## config.mk

```make
export PLATFORM = sky130hd
export DESIGN_NAME = lfu_cache_slot_manager
export DESIGN_NICKNAME = d
export VERILOG_FILES = /design/src/hdl/lfu_pkg.sv /design/src/hdl/lfu_cmp_unit.sv /design/src/hdl/lfu_ram.sv /design/src/hdl/lfu_cache_slot_manager.sv
export SDC_FILE = /design/constraint.sdc
export NUM_CORES = 2
export LEC_CHECK = 0
export ABC_AREA = 1
export BUFFER_PORTS_ARGS = -buffer_cell sky130_fd_sc_hd__buf_2
export CAP_MARGIN = 25
export CORE_MARGIN = 2
export CORE_UTILIZATION = 40
export CTS_CLUSTER_SIZE = 8
export DETAILED_ROUTE_END_ITERATION = 8
export PLACE_DENSITY_LB_ADDON = 0.08
export SLEW_MARGIN = 20
export SYNTH_ARGS = -nofsm -noshare
export SYNTH_HDL_FRONTEND = slang
export SYNTH_SLANG_ARGS = --single-unit
```

## constraint.sdc

```tcl
create_clock -name aclk -period 9 [get_ports aclk]
set_input_delay 0.9 -clock aclk [delete_from_list [all_inputs] [get_ports aclk]]
set_output_delay 0.9 -clock aclk [all_outputs]
set_load 0.005 [all_outputs]
```

## src/hdl/lfu_pkg.sv

```systemverilog
// ----------------------------------------------------------------------------
// LFU cache slot manager package
// Shared widths, defaults and types of the slot manager.
// ----------------------------------------------------------------------------
`default_nettype none

package lfu_pkg;

    localparam int CACHE_SLOTS_DEFAULT = 64;
    localparam int BLOCK_ID_W          = 24;
    localparam int SLOT_W              = 6;
    localparam int COUNT_W             = 8;
    localparam int HIT_TOTAL_W         = 32;
    localparam int S_TDATA_W           = 24;
    localparam int M_TDATA_W           = 40;

    // Result of the shared compare unit.
    typedef struct packed {
        logic eq;
        logic lt;
    } lfu_cmp_res_t;

endpackage

`default_nettype wire

```

## src/hdl/lfu_cmp_unit.sv

```systemverilog
// ----------------------------------------------------------------------------
// LFU compare unit
// Shared comparator used for the tag search and the minimum count scan.
// ----------------------------------------------------------------------------
`default_nettype none

module lfu_cmp_unit (
    input  wire logic [lfu_pkg::BLOCK_ID_W-1:0] op_a,
    input  wire logic [lfu_pkg::BLOCK_ID_W-1:0] op_b,
    output lfu_pkg::lfu_cmp_res_t                res
);

    // Both relations are unsigned.
    assign res = '{eq: (op_a == op_b), lt: (op_a < op_b)};

endmodule

`default_nettype wire

```

## src/hdl/lfu_ram.sv

```systemverilog
// ----------------------------------------------------------------------------
// LFU directory RAM
// Simple dual-port memory with one write port and one registered read port.
// ----------------------------------------------------------------------------
`default_nettype none

module lfu_ram #(
    parameter int WIDTH = lfu_pkg::COUNT_W,
    parameter int DEPTH = lfu_pkg::CACHE_SLOTS_DEFAULT,
    localparam int ADDR_W = $clog2(DEPTH)
) (
    input  wire logic              aclk,
    input  wire logic              wr_en,
    input  wire logic [ADDR_W-1:0] wr_addr,
    input  wire logic [WIDTH-1:0]  wr_data,
    input  wire logic [ADDR_W-1:0] rd_addr,
    output logic      [WIDTH-1:0]  rd_data
);

    logic [WIDTH-1:0] mem [DEPTH];

    always_ff @(posedge aclk) begin
        if (wr_en) begin
            mem[wr_addr] <= wr_data;
        end
    end

    always_ff @(posedge aclk) begin
        rd_data <= mem[rd_addr];
    end

endmodule

`default_nettype wire

```

## src/hdl/lfu_cache_slot_manager.sv

```systemverilog
// ----------------------------------------------------------------------------
// LFU cache slot manager
// Directory of a fully associative cache with least-frequently-used
// replacement of slots.
// ----------------------------------------------------------------------------
//
//  Channel | Direction | Ports                     | Content
//  --------+-----------+---------------------------+--------------------------
//  s_      | input     | s_tvalid s_tready s_tdata | block_id[23:0]
//  m_      | output    | m_tvalid m_tready m_tdata | slot, hit, evicted,
//          |           |                           | hit_total
//
//  One request is handled at a time. A request searches the tags of the
//  filled slots; a miss on a full cache then scans every count for a victim.
//  The tag RAM and the count RAM each have a single read port and are walked
//  one entry per cycle through the shared compare unit.
//  Reset is synchronous and active low. No clearing pass follows it: the fill
//  count keeps unwritten entries of both RAMs from ever being read.
//  A stalled result is held in the output register; a new request can be
//  taken while it waits, and its result is held back until the register is
//  free.
// ----------------------------------------------------------------------------
`default_nettype none

module lfu_cache_slot_manager #(
    parameter int CACHE_SLOTS = lfu_pkg::CACHE_SLOTS_DEFAULT
) (
    input  wire logic                          aclk,
    input  wire logic                          aresetn,
    // Request channel.
    input  wire logic                          s_tvalid,
    output logic                               s_tready,
    input  wire logic [lfu_pkg::S_TDATA_W-1:0] s_tdata,   // [23:0] block_id
    // Result channel.
    output logic                               m_tvalid,
    input  wire logic                          m_tready,
    output logic      [lfu_pkg::M_TDATA_W-1:0] m_tdata    // [5:0] slot, [6] hit,
                                                          // [7] evicted,
                                                          // [39:8] hit_total
);

    localparam int IDX_W  = $clog2(CACHE_SLOTS);
    localparam int FILL_W = $clog2(CACHE_SLOTS + 1);
    localparam logic [IDX_W-1:0]  LAST_IDX  = IDX_W'(CACHE_SLOTS - 1);
    localparam logic [FILL_W-1:0] SLOTS_CNT = FILL_W'(CACHE_SLOTS);

    // Sequencer states.
    localparam logic [2:0] ST_IDLE   = 3'd0;  // waiting for a request
    localparam logic [2:0] ST_TAG    = 3'd1;  // tag search over filled slots
    localparam logic [2:0] ST_HIT_RD = 3'd2;  // read the count of the hit slot
    localparam logic [2:0] ST_HIT_WR = 3'd3;  // write back the incremented count
    localparam logic [2:0] ST_MIN    = 3'd4;  // minimum count scan for a victim
    localparam logic [2:0] ST_FILL   = 3'd5;  // write tag and count for a miss
    localparam logic [2:0] ST_RESP   = 3'd6;  // hand the result to the output

    logic [2:0]                         state_reg;
    logic [FILL_W-1:0]                  fill_reg;
    logic [IDX_W-1:0]                   scan_start_reg;
    logic [lfu_pkg::HIT_TOTAL_W-1:0]    hits_reg;
    logic                               m_tvalid_reg;
    logic [lfu_pkg::M_TDATA_W-1:0]      m_tdata_reg;

    logic [lfu_pkg::BLOCK_ID_W-1:0]     id_reg;
    logic [FILL_W-1:0]                  idx_reg;      // tag search issue index
    logic [IDX_W-1:0]                   pos_reg;      // victim scan position
    logic [FILL_W-1:0]                  issued_reg;   // victim scan reads issued
    logic                               pend_valid_reg;
    logic [IDX_W-1:0]                   pend_idx_reg;
    logic                               pend_first_reg;
    logic                               pend_last_reg;
    logic [lfu_pkg::COUNT_W-1:0]        best_val_reg;
    logic [IDX_W-1:0]                   best_idx_reg;
    logic [IDX_W-1:0]                   target_reg;
    logic                               hit_reg;
    logic                               evicted_reg;

    logic                               s_accept;
    logic                               out_free;
    logic                               tag_issue;
    logic                               min_issue;
    logic                               pend_is_last_filled;
    logic                               min_take;

    logic [lfu_pkg::BLOCK_ID_W-1:0]     tag_rd_data;
    logic [lfu_pkg::COUNT_W-1:0]        cnt_rd_data;
    logic [IDX_W-1:0]                   cnt_rd_addr;
    logic                               cnt_wr_en;
    logic [lfu_pkg::COUNT_W-1:0]        cnt_wr_data;
    logic                               tag_wr_en;
    logic [lfu_pkg::BLOCK_ID_W-1:0]     cmp_a;
    logic [lfu_pkg::BLOCK_ID_W-1:0]     cmp_b;
    lfu_pkg::lfu_cmp_res_t              cmp_res;

    assign s_tready = (state_reg == ST_IDLE);
    assign s_accept = s_tvalid && s_tready;
    assign m_tvalid = m_tvalid_reg;
    assign m_tdata  = m_tdata_reg;
    assign out_free = !m_tvalid_reg || m_tready;

    // Tag reads are issued in the cycle before their compare, as are count reads in
    // the victim scan; the pending bits follow the entry under compare.
    assign tag_issue = (state_reg == ST_TAG) && (idx_reg < fill_reg);
    assign min_issue = (state_reg == ST_MIN) && (issued_reg < SLOTS_CNT);
    assign pend_is_last_filled = ((FILL_W'(pend_idx_reg) + FILL_W'(1)) == fill_reg);

    // The first count read seeds the minimum; later ones replace it only when
    // strictly smaller, so the first minimum met from the start pointer wins.
    assign min_take = pend_first_reg || cmp_res.lt;

    // The compare unit is shared: tag equality in the search, count order in
    // the victim scan.
    always_comb begin
        if (state_reg == ST_TAG) begin
            cmp_a = tag_rd_data;
            cmp_b = id_reg;
        end else begin
            cmp_a = lfu_pkg::BLOCK_ID_W'(cnt_rd_data);
            cmp_b = lfu_pkg::BLOCK_ID_W'(best_val_reg);
        end
    end

    assign cnt_rd_addr = (state_reg == ST_MIN) ? pos_reg : target_reg;
    assign cnt_wr_en   = (state_reg == ST_HIT_WR) || (state_reg == ST_FILL);
    assign cnt_wr_data = (state_reg == ST_HIT_WR) ? (cnt_rd_data + lfu_pkg::COUNT_W'(1))
                                                  : lfu_pkg::COUNT_W'(1);
    assign tag_wr_en   = (state_reg == ST_FILL);

    lfu_cmp_unit u_cmp (
        .op_a (cmp_a),
        .op_b (cmp_b),
        .res  (cmp_res)
    );

    lfu_ram #(
        .WIDTH (lfu_pkg::BLOCK_ID_W),
        .DEPTH (CACHE_SLOTS)
    ) u_tag_ram (
        .aclk    (aclk),
        .wr_en   (tag_wr_en),
        .wr_addr (target_reg),
        .wr_data (id_reg),
        .rd_addr (idx_reg[IDX_W-1:0]),
        .rd_data (tag_rd_data)
    );

    lfu_ram #(
        .WIDTH (lfu_pkg::COUNT_W),
        .DEPTH (CACHE_SLOTS)
    ) u_cnt_ram (
        .aclk    (aclk),
        .wr_en   (cnt_wr_en),
        .wr_addr (target_reg),
        .wr_data (cnt_wr_data),
        .rd_addr (cnt_rd_addr),
        .rd_data (cnt_rd_data)
    );

    always_ff @(posedge aclk) begin
        if (!aresetn) begin
            state_reg      <= ST_IDLE;
            fill_reg       <= '0;
            scan_start_reg <= '0;
            hits_reg       <= '0;
            m_tvalid_reg   <= 1'b0;
            pend_valid_reg <= 1'b0;
        end else begin
            // A new result replaces one that leaves in the same cycle.
            if ((state_reg == ST_RESP) && out_free) begin
                m_tvalid_reg <= 1'b1;
            end else if (m_tvalid_reg && m_tready) begin
                m_tvalid_reg <= 1'b0;
            end

            case (state_reg)
                ST_IDLE: begin
                    if (s_accept) begin
                        id_reg         <= s_tdata[lfu_pkg::BLOCK_ID_W-1:0];
                        idx_reg        <= '0;
                        pend_valid_reg <= 1'b0;
                        if (fill_reg == '0) begin
                            // Empty directory: the first slot is taken at once.
                            target_reg  <= '0;
                            hit_reg     <= 1'b0;
                            evicted_reg <= 1'b0;
                            state_reg   <= ST_FILL;
                        end else begin
                            state_reg <= ST_TAG;
                        end
                    end
                end

                ST_TAG: begin
                    // After the last filled slot no read is issued, so the
                    // pending bit drops by itself when the scan starts.
                    pend_valid_reg <= tag_issue;
                    pend_idx_reg   <= idx_reg[IDX_W-1:0];
                    if (tag_issue) begin
                        idx_reg <= idx_reg + FILL_W'(1);
                    end
                    if (pend_valid_reg && cmp_res.eq) begin
                        target_reg <= pend_idx_reg;
                        state_reg  <= ST_HIT_RD;
                    end else if (pend_valid_reg && pend_is_last_filled) begin
                        hit_reg <= 1'b0;
                        if (fill_reg < SLOTS_CNT) begin
                            target_reg  <= fill_reg[IDX_W-1:0];
                            evicted_reg <= 1'b0;
                            state_reg   <= ST_FILL;
                        end else begin
                            pos_reg        <= scan_start_reg;
                            issued_reg     <= '0;
                            state_reg      <= ST_MIN;
                        end
                    end
                end

                ST_HIT_RD: begin
                    state_reg <= ST_HIT_WR;
                end

                ST_HIT_WR: begin
                    // The count write happens this cycle and wraps at 255.
                    hits_reg    <= hits_reg + lfu_pkg::HIT_TOTAL_W'(1);
                    hit_reg     <= 1'b1;
                    evicted_reg <= 1'b0;
                    state_reg   <= ST_RESP;
                end

                ST_MIN: begin
                    pend_valid_reg <= min_issue;
                    pend_idx_reg   <= pos_reg;
                    pend_first_reg <= (issued_reg == '0);
                    pend_last_reg  <= (issued_reg == SLOTS_CNT - FILL_W'(1));
                    if (min_issue) begin
                        pos_reg    <= (pos_reg == LAST_IDX) ? '0 : pos_reg + IDX_W'(1);
                        issued_reg <= issued_reg + FILL_W'(1);
                    end
                    if (pend_valid_reg) begin
                        if (min_take) begin
                            best_val_reg <= cnt_rd_data;
                            best_idx_reg <= pend_idx_reg;
                        end
                        if (pend_last_reg) begin
                            target_reg     <= min_take ? pend_idx_reg : best_idx_reg;
                            evicted_reg    <= 1'b1;
                            scan_start_reg <= (scan_start_reg == LAST_IDX) ? '0
                                              : scan_start_reg + IDX_W'(1);
                            state_reg      <= ST_FILL;
                        end
                    end
                end

                ST_FILL: begin
                    // Tag and a count of one are written this cycle.
                    if (!evicted_reg) begin
                        fill_reg <= fill_reg + FILL_W'(1);
                    end
                    state_reg <= ST_RESP;
                end

                ST_RESP: begin
                    if (out_free) begin
                        m_tdata_reg  <= {hits_reg, evicted_reg, hit_reg,
                                         lfu_pkg::SLOT_W'(target_reg)};
                        state_reg    <= ST_IDLE;
                    end
                end

                default: begin
                    state_reg <= ST_IDLE;
                end
            endcase
        end
    end

endmodule

`default_nettype wire

```

* Word-level counts from Yosys, hierarchy flattened
Memory sizes are Yosys's and may differ from the RTL's. A register that Yosys moved wholly into a read port is not among the register bits.
Cells that the tools add are included.
** Word-level totals
- Register bits :: 164
- RAM bits :: 2048
- Bits of input ports :: 28
- Output and inout port bits :: 42
- Memories :: 2
** Cells by class
- Add/subtract/negate cells :: 8
- Magnitude comparators :: 4
- Equal/unequal tests :: 24
- Mux-type cells :: 57
- Bitwise operators :: 1
- Reduce and logical (&&, ||, !) cells :: 36
** Memories
- u_tag_ram.mem :: depth 64, bits a word 24, rd ports 1, clocked after memory_dff 1, write ports 1, RTL line lfu_ram.sv:20 : logic [WIDTH-1:0] mem [DEPTH];
- u_cnt_ram.mem :: depth 64, bits a word 8, rd ports 1, clocked after memory_dff 1, write ports 1, RTL line lfu_ram.sv:20
** Operators by type and width (number)
- 6-bit 2-to-1 mux :: 15
- 24-bit 2-to-1 mux :: 2
- 7-bit 2-to-1 mux :: 6
- 32-bit by 1-bit adder with 32-bit output, second input constant :: 1
- 7-bit case mux with 2 select lines :: 2
- 24-bit equality test :: 1
- 24-bit < comparator :: 1
- 6-bit case mux with 2 select lines :: 2
- 7-bit by 1-bit adder with 7-bit output, second input constant :: 3
- 3-bit 2-to-1 mux :: 7
- 3-bit case mux with 6 select lines :: 1
- 6-bit case mux with 3 select lines :: 1
- 1-bit 2-to-1 mux :: 17
- 7-bit logical NOT :: 2
- 7-bit < comparator, second input constant :: 2
- 2-bit != test, second input constant :: 7
- 6-bit by 1-bit adder with 6-bit output, second input constant :: 2
- 6-bit equality test, second input constant :: 2
- 3-bit AND reduction :: 4
- 6-bit AND reduction :: 2
- 3-bit equality test, second input constant :: 3
- 9-bit AND reduction :: 1
- 8-bit by 1-bit adder with 8-bit output, second input constant :: 1
- 8-bit 2-to-1 mux :: 1
- other kinds (23) :: 44

* Logic depth before layout (Yosys ltp)
- Word-level depth :: 8
- Depth in mapped cells :: 18
- Depth with buffers taken out :: 17

* Cells and area by module
From an unflattened synthesis, not the netlist that was laid out.
** Second synthesis, totals
- Cell total of the unflattened synthesis :: 8056
- Area total of the unflattened synthesis :: 92625.1 um^2
** Modules (own cells, without submodules)
- lfu_ram at u_tag_ram :: instances 1, cells each 5230, area each 62755.2 um^2
- lfu_ram at u_cnt_ram :: instances 1, cells each 1819, area each 21304.2 um^2
- lfu_cache_slot_manager :: instances 1, cells each 897, area each 7906.3 um^2
- lfu_cmp_unit :: instances 1, cells each 110, area each 659.4 um^2

* Least setup slack after synthesis
Ideal clock, no wire load.
- Path type :: input port to flip-flop
- Start :: in aresetn
- End :: reg m_tdata_reg, in the netlist m_tdata[0], enable pin
- Setup time :: 0.487 ns
- Arrival time :: 4.053 ns
- Data required time :: 8.513 ns
- Path slack :: 4.460 ns
- Cell stages on the path :: 3
- Path buffers :: 1
- Cells stage by stage :: clkinv_1 -> clkbuf_1 -> nor3_1
** Between the ends
- Cells in the longest elaborated chain, start to end :: 1
** Ends and longest elaborated chain
- start: declaration :: RTL line lfu_cache_slot_manager.sv:29 : input wire logic aresetn,
- 3-bit AND reduction (no line)
- end signal: assignment :: RTL line lfu_cache_slot_manager.sv:263 : m_tdata_reg <= {hits_reg, evicted_reg, hit_reg,
- end: declaration :: RTL line lfu_cache_slot_manager.sv:61 : logic [lfu_pkg::M_TDATA_W-1:0] m_tdata_reg;
Every way passes these cells.
A chain may end at the register's enable or synchronous reset.

* Worst setup path in the final report
- Start :: reg state_reg[2]
- End :: reg best_val_reg[3] in the netlist's numbering, enable pin
** Between the ends
- Cells in the longest elaborated chain, start to end :: 5
- Elaborated cells on any way between the ends :: 7
- Classes of those cells :: order compare: 1; eq/ne: 2; mux: 2; reduce/logical: 2
** Ends and longest elaborated chain
- start: declaration :: RTL line lfu_cache_slot_manager.sv:56 : logic [2:0] state_reg;
- start signal: assignment :: RTL line lfu_cache_slot_manager.sv:160 : state_reg <= ST_IDLE;
- start signal: assignment :: RTL line lfu_cache_slot_manager.sv:185 : state_reg <= ST_FILL;
- start signal: assignment :: RTL line lfu_cache_slot_manager.sv:187 : state_reg <= ST_TAG;
- 3-bit by 1-bit equality test with 1-bit output :: RTL line lfu_cache_slot_manager.sv:113 : if (state_reg == ST_TAG) begin
- 24-bit 2-to-1 mux :: RTL line lfu_cache_slot_manager.sv:113
- 24-bit < comparator :: RTL line lfu_cmp_unit.sv:14 : assign res = '{eq: (op_a == op_b), lt: (op_a < op_b)};
- 1-bit logical OR :: RTL line lfu_cache_slot_manager.sv:108 : assign min_take = pend_first_reg || cmp_res.lt;
- 4-bit AND reduction (no line) (*)
- end signal: assignment :: RTL line lfu_cache_slot_manager.sv:240 : best_val_reg <= cnt_rd_data;
- end: declaration :: RTL line lfu_cache_slot_manager.sv:71 : logic [lfu_pkg::COUNT_W-1:0] best_val_reg;
Mark *: on every way between the ends. The rest lies on a longest branch, timed or not.

==> flow_metrics.tcl <==
set metrics [dict create \
    outcome "finished clean" \
    hold_buffers 0 \
    async_flop_share_pct 0 \
    synth_edf_count 2162 \
    cts_buffers 330 \
    io_pins 70 \
    grt_pass1_vias 57740 \
    drc_errors 0 \
    core.rowCount 175 \
    avgSynthCellArea_um2 12.22 \
    path_buf_inv 5 \
    multi_input_area_um2 21840 \
    p_per_area_nw_per_um2 295.7 \
    cp_top_family "buffers and inverters" \
    vias_per_cell 5.626 \
    hold_class "in -> reg" \
    power.switching_mw 10.44 \
    skew_ns 0.04603 \
    post_cts_buffers 0 \
    max_freq_mhz 211.5 \
    switching_share_pct 33.69 \
    coreArea_um2 227500 \
    dp_hpwl_mm 156.5 \
    synth_top_area_share_pct 70.85 \
    cts.sinks 2244 \
    antenna_found_initial 5 \
    areaGrowthSynthToFinish_pct 14.38 \
    cpMostUsedCell "nand2_1" \
    p_int_mw 20.55 \
    setup_violations 0 \
    die_w_um 482.6 \
    maxCapViolCount 0 \
    cts_tree "done" \
    seqPwrFrac_pct 38.9 \
    relSlewSlack_pct 26.83 \
    grtUsageTotal_pct 24.51 \
    clock-root-buffer "clkbuf_16" \
    path_class "reg -> reg" \
    port_buffers 69 \
    ir_drop_v 0.0002053 \
    rsz0062_at_grt "no" \
    path_cells "inv_2, nand2_1, buf_4, clkinv_1, buf_8, nand2_1, o21ai_0, ha_1, inv_1, nor2_1, o21bai_1, a21boi_0, o21bai_1, nand3_1, nand2_1, nand2_1, nor2_1" \
    cp-start-kind "flip-flop" \
    largest_register_ffs 1536 \
    critical_path_arrival_ns 5.26 \
    yosysSeqAreaShare_pct 72.64 \
    vias 60420 \
    postRouteAntennaNets 0 \
    r2r_cells 17 \
    netlist.top_cell.by_area "edfxtp_1" \
    min_path_cells 1 \
    synth-seq-cells 2244 \
    grt_overflow 0 \
    place_inst 10270 \
    cp.depth 17 \
    fill_cells 20520 \
    slew_violations 0 \
    instances_no_fill 10740 \
    dieArea_um2 232900 \
    layout.area.seq_um2 66560 \
    max_stage_delay_ns 0.60 \
    finalSetupTns_ns 0 \
    fin_nets 7671 \
    synthCells 7499 \
    drive_above_1_share_pct 9.356 \
    ys_types 48 \
    finalCritPeriodShare_pct 52.52 \
    yosysWarnings 0 \
    grt_pass1_wl_mm 417.6 \
    initialDrtViolationCount 6010 \
    required_ns 9.54 \
    clkPwrFrac_pct 35.7 \
    wire_per_inst_um 26.95 \
    die_h_um 482.6 \
    gp_congestion 0.8448 \
    p_comb_share_pct 25.4 \
    first_pass_iters 6 \
    htreeDepth 5 \
    final_hold_viol_count 0 \
    grt_max_degree 187 \
    syn-num-nets 7567 \
    routed_wl_mm 289.5 \
    cts_resized 0 \
    synth_flop_cell "edfxtp_1" \
    min_period_ns 4.727 \
    worstPathMaxFanout 37 \
    power.leakage_nw 35.35 \
    crit_slowest_cell "clkinv_1" \
    initial_utilization_pct 40.28 \
    syn_area_um2 91640 \
    clkLatencyLatePin_ns 0.93 \
    synthTopCellsByArea "edfxtp_1, o21ai_0, nor2_1" \
    cts.path.max_buffers 4 \
    max_slew.worst_pin.slew_ns 1.094 \
    end_kind "flip-flop" \
    clkTransAtPathRegs_ns 0.05 \
]
## cell families (layout without fill, tap and decap cells)
group	after synthesis	after routing	share of synthesized area, %
and+or+nand+nor	2902	2902	14.04
DFF	2244	2244	72.64
AOI/OAI and AO/OA	1360	1360	8.453
buffers and inverters	931	1160	4.106
adders and majority gates	40	40	0.5462
xor gates and xnor gates	15	15	0.1434
muxes	7	7	0.07647
other	0	2	0
## metrics by stage
stage	power, mW	util [%]	hold WS [ns]	instance area [um^2]	worst slack, ns
after CTS	31.24	46.01	0.08838	104700	4.067
after global placement	20.14	42.00	0.4453	95550	4.144
after floorplan	17.01	-	0.4003	91640	4.460
after detailed placement	20.18	42.07	0.4458	95720	4.082
after global routing	32.25	46.07	0.1118	104800	3.909
final	30.99	46.07	0.1519	104800	4.273
## area by class of cell
class                      count  share of cell area (%)
sequential                  2244                   63.51
multi-input combinational   4324                   20.84
clock buffer                 452                   8.498
tap                         3009                   3.592
timing repair buffer         260                   1.886
inverter                     443                   1.619
clock inverter                 5                 0.05253
antenna                        2                0.004775
## path summary, 6_finish.rpt
check,startpoint,end,slack (ns)
worst min-delay path,s_tdata[20],id_reg[20],0.15
worst max-delay path,state_reg[2],best_val_reg[3],4.27
worst min register to register,hits_reg[31],m_tdata[39],0.45
worst max register to register,state_reg[2],best_val_reg[3],4.27
## metal layers
metal / track usage (%) / wire length, um / up-vias
li1: - / - / 27300
met1: 34.18 / 126800 / 30610
met2: 39.97 / 138400 / 2035
met3: 3.155 / 15540 / 481
met4: 7.597 / 8716 / 0
met5: 0 / 0 / -
## cell usage in the layout, fill, tap and decap left out, types with 7 or more instances in the layout
cell type  synthesis  final
inv_1            435    430
nand3_1          744    744
ha_1              40     40
o211ai_1         103    103
nor2_1          1079   1009
nand4_1           58     58
o21ai_0          832    832
clkbuf_1         260    113
mux2i_1            7      7
buf_2            192     69
nand2_1          739    736
nor3_2             0     16
dfxtp_1           82     82
o221ai_1          90     90
a21oi_1           90     89
xor2_1             9      9
nor2_4             1     42
nor2_2             3     32
nand3b_1         189    189
edfxtp_1        2162   2162
o22ai_1          218    218
buf_12             0     12
buf_4              7    176
clkbuf_16          0    339
nor3_1            59     43
## Yosys cell counts, types with 2 or more instances
cell,number
nand3b_1,189
clkinv_1,2
nand3_2,2
o22ai_1,218
a31oi_1,2
buf_4,7
edfxtp_1,2162
and3_1,2
buf_1,28
o221ai_1,90
o21bai_1,3
inv_1,435
nor2_2,3
nor3_1,59
o211ai_1,103
dfxtp_1,82
inv_2,6
and2_1,6
clkbuf_1,260
nand3_1,744
or2_2,6
nor2_1,1079
xnor2_1,6
xor2_1,9
ha_1,40
a211oi_1,3
nor3b_1,4
o21a_1,6
nand4_1,58
o21ai_2,2
a22oi_1,6
nor4_1,6
o21ai_0,832
buf_2,192
a21oi_1,90
nand2_1,739
mux2i_1,7
## power groups by stage
| stage | logic, mW | registers (mW) | clock network [mW] |
|---|---|---|---|
| after detailed placement | 7.92 | 12.3 | 0 |
| after CTS | 7.94 | 12.1 | 11.2 |
| after global placement | 7.88 | 12.3 | 0 |
| after global routing | 8.53 | 12.1 | 11.7 |
| after floorplan | 4.77 | 12.2 | 0 |
| final | 7.86 | 12.1 | 11.1 |
Note: power is estimated with default switching activity, not from simulation.
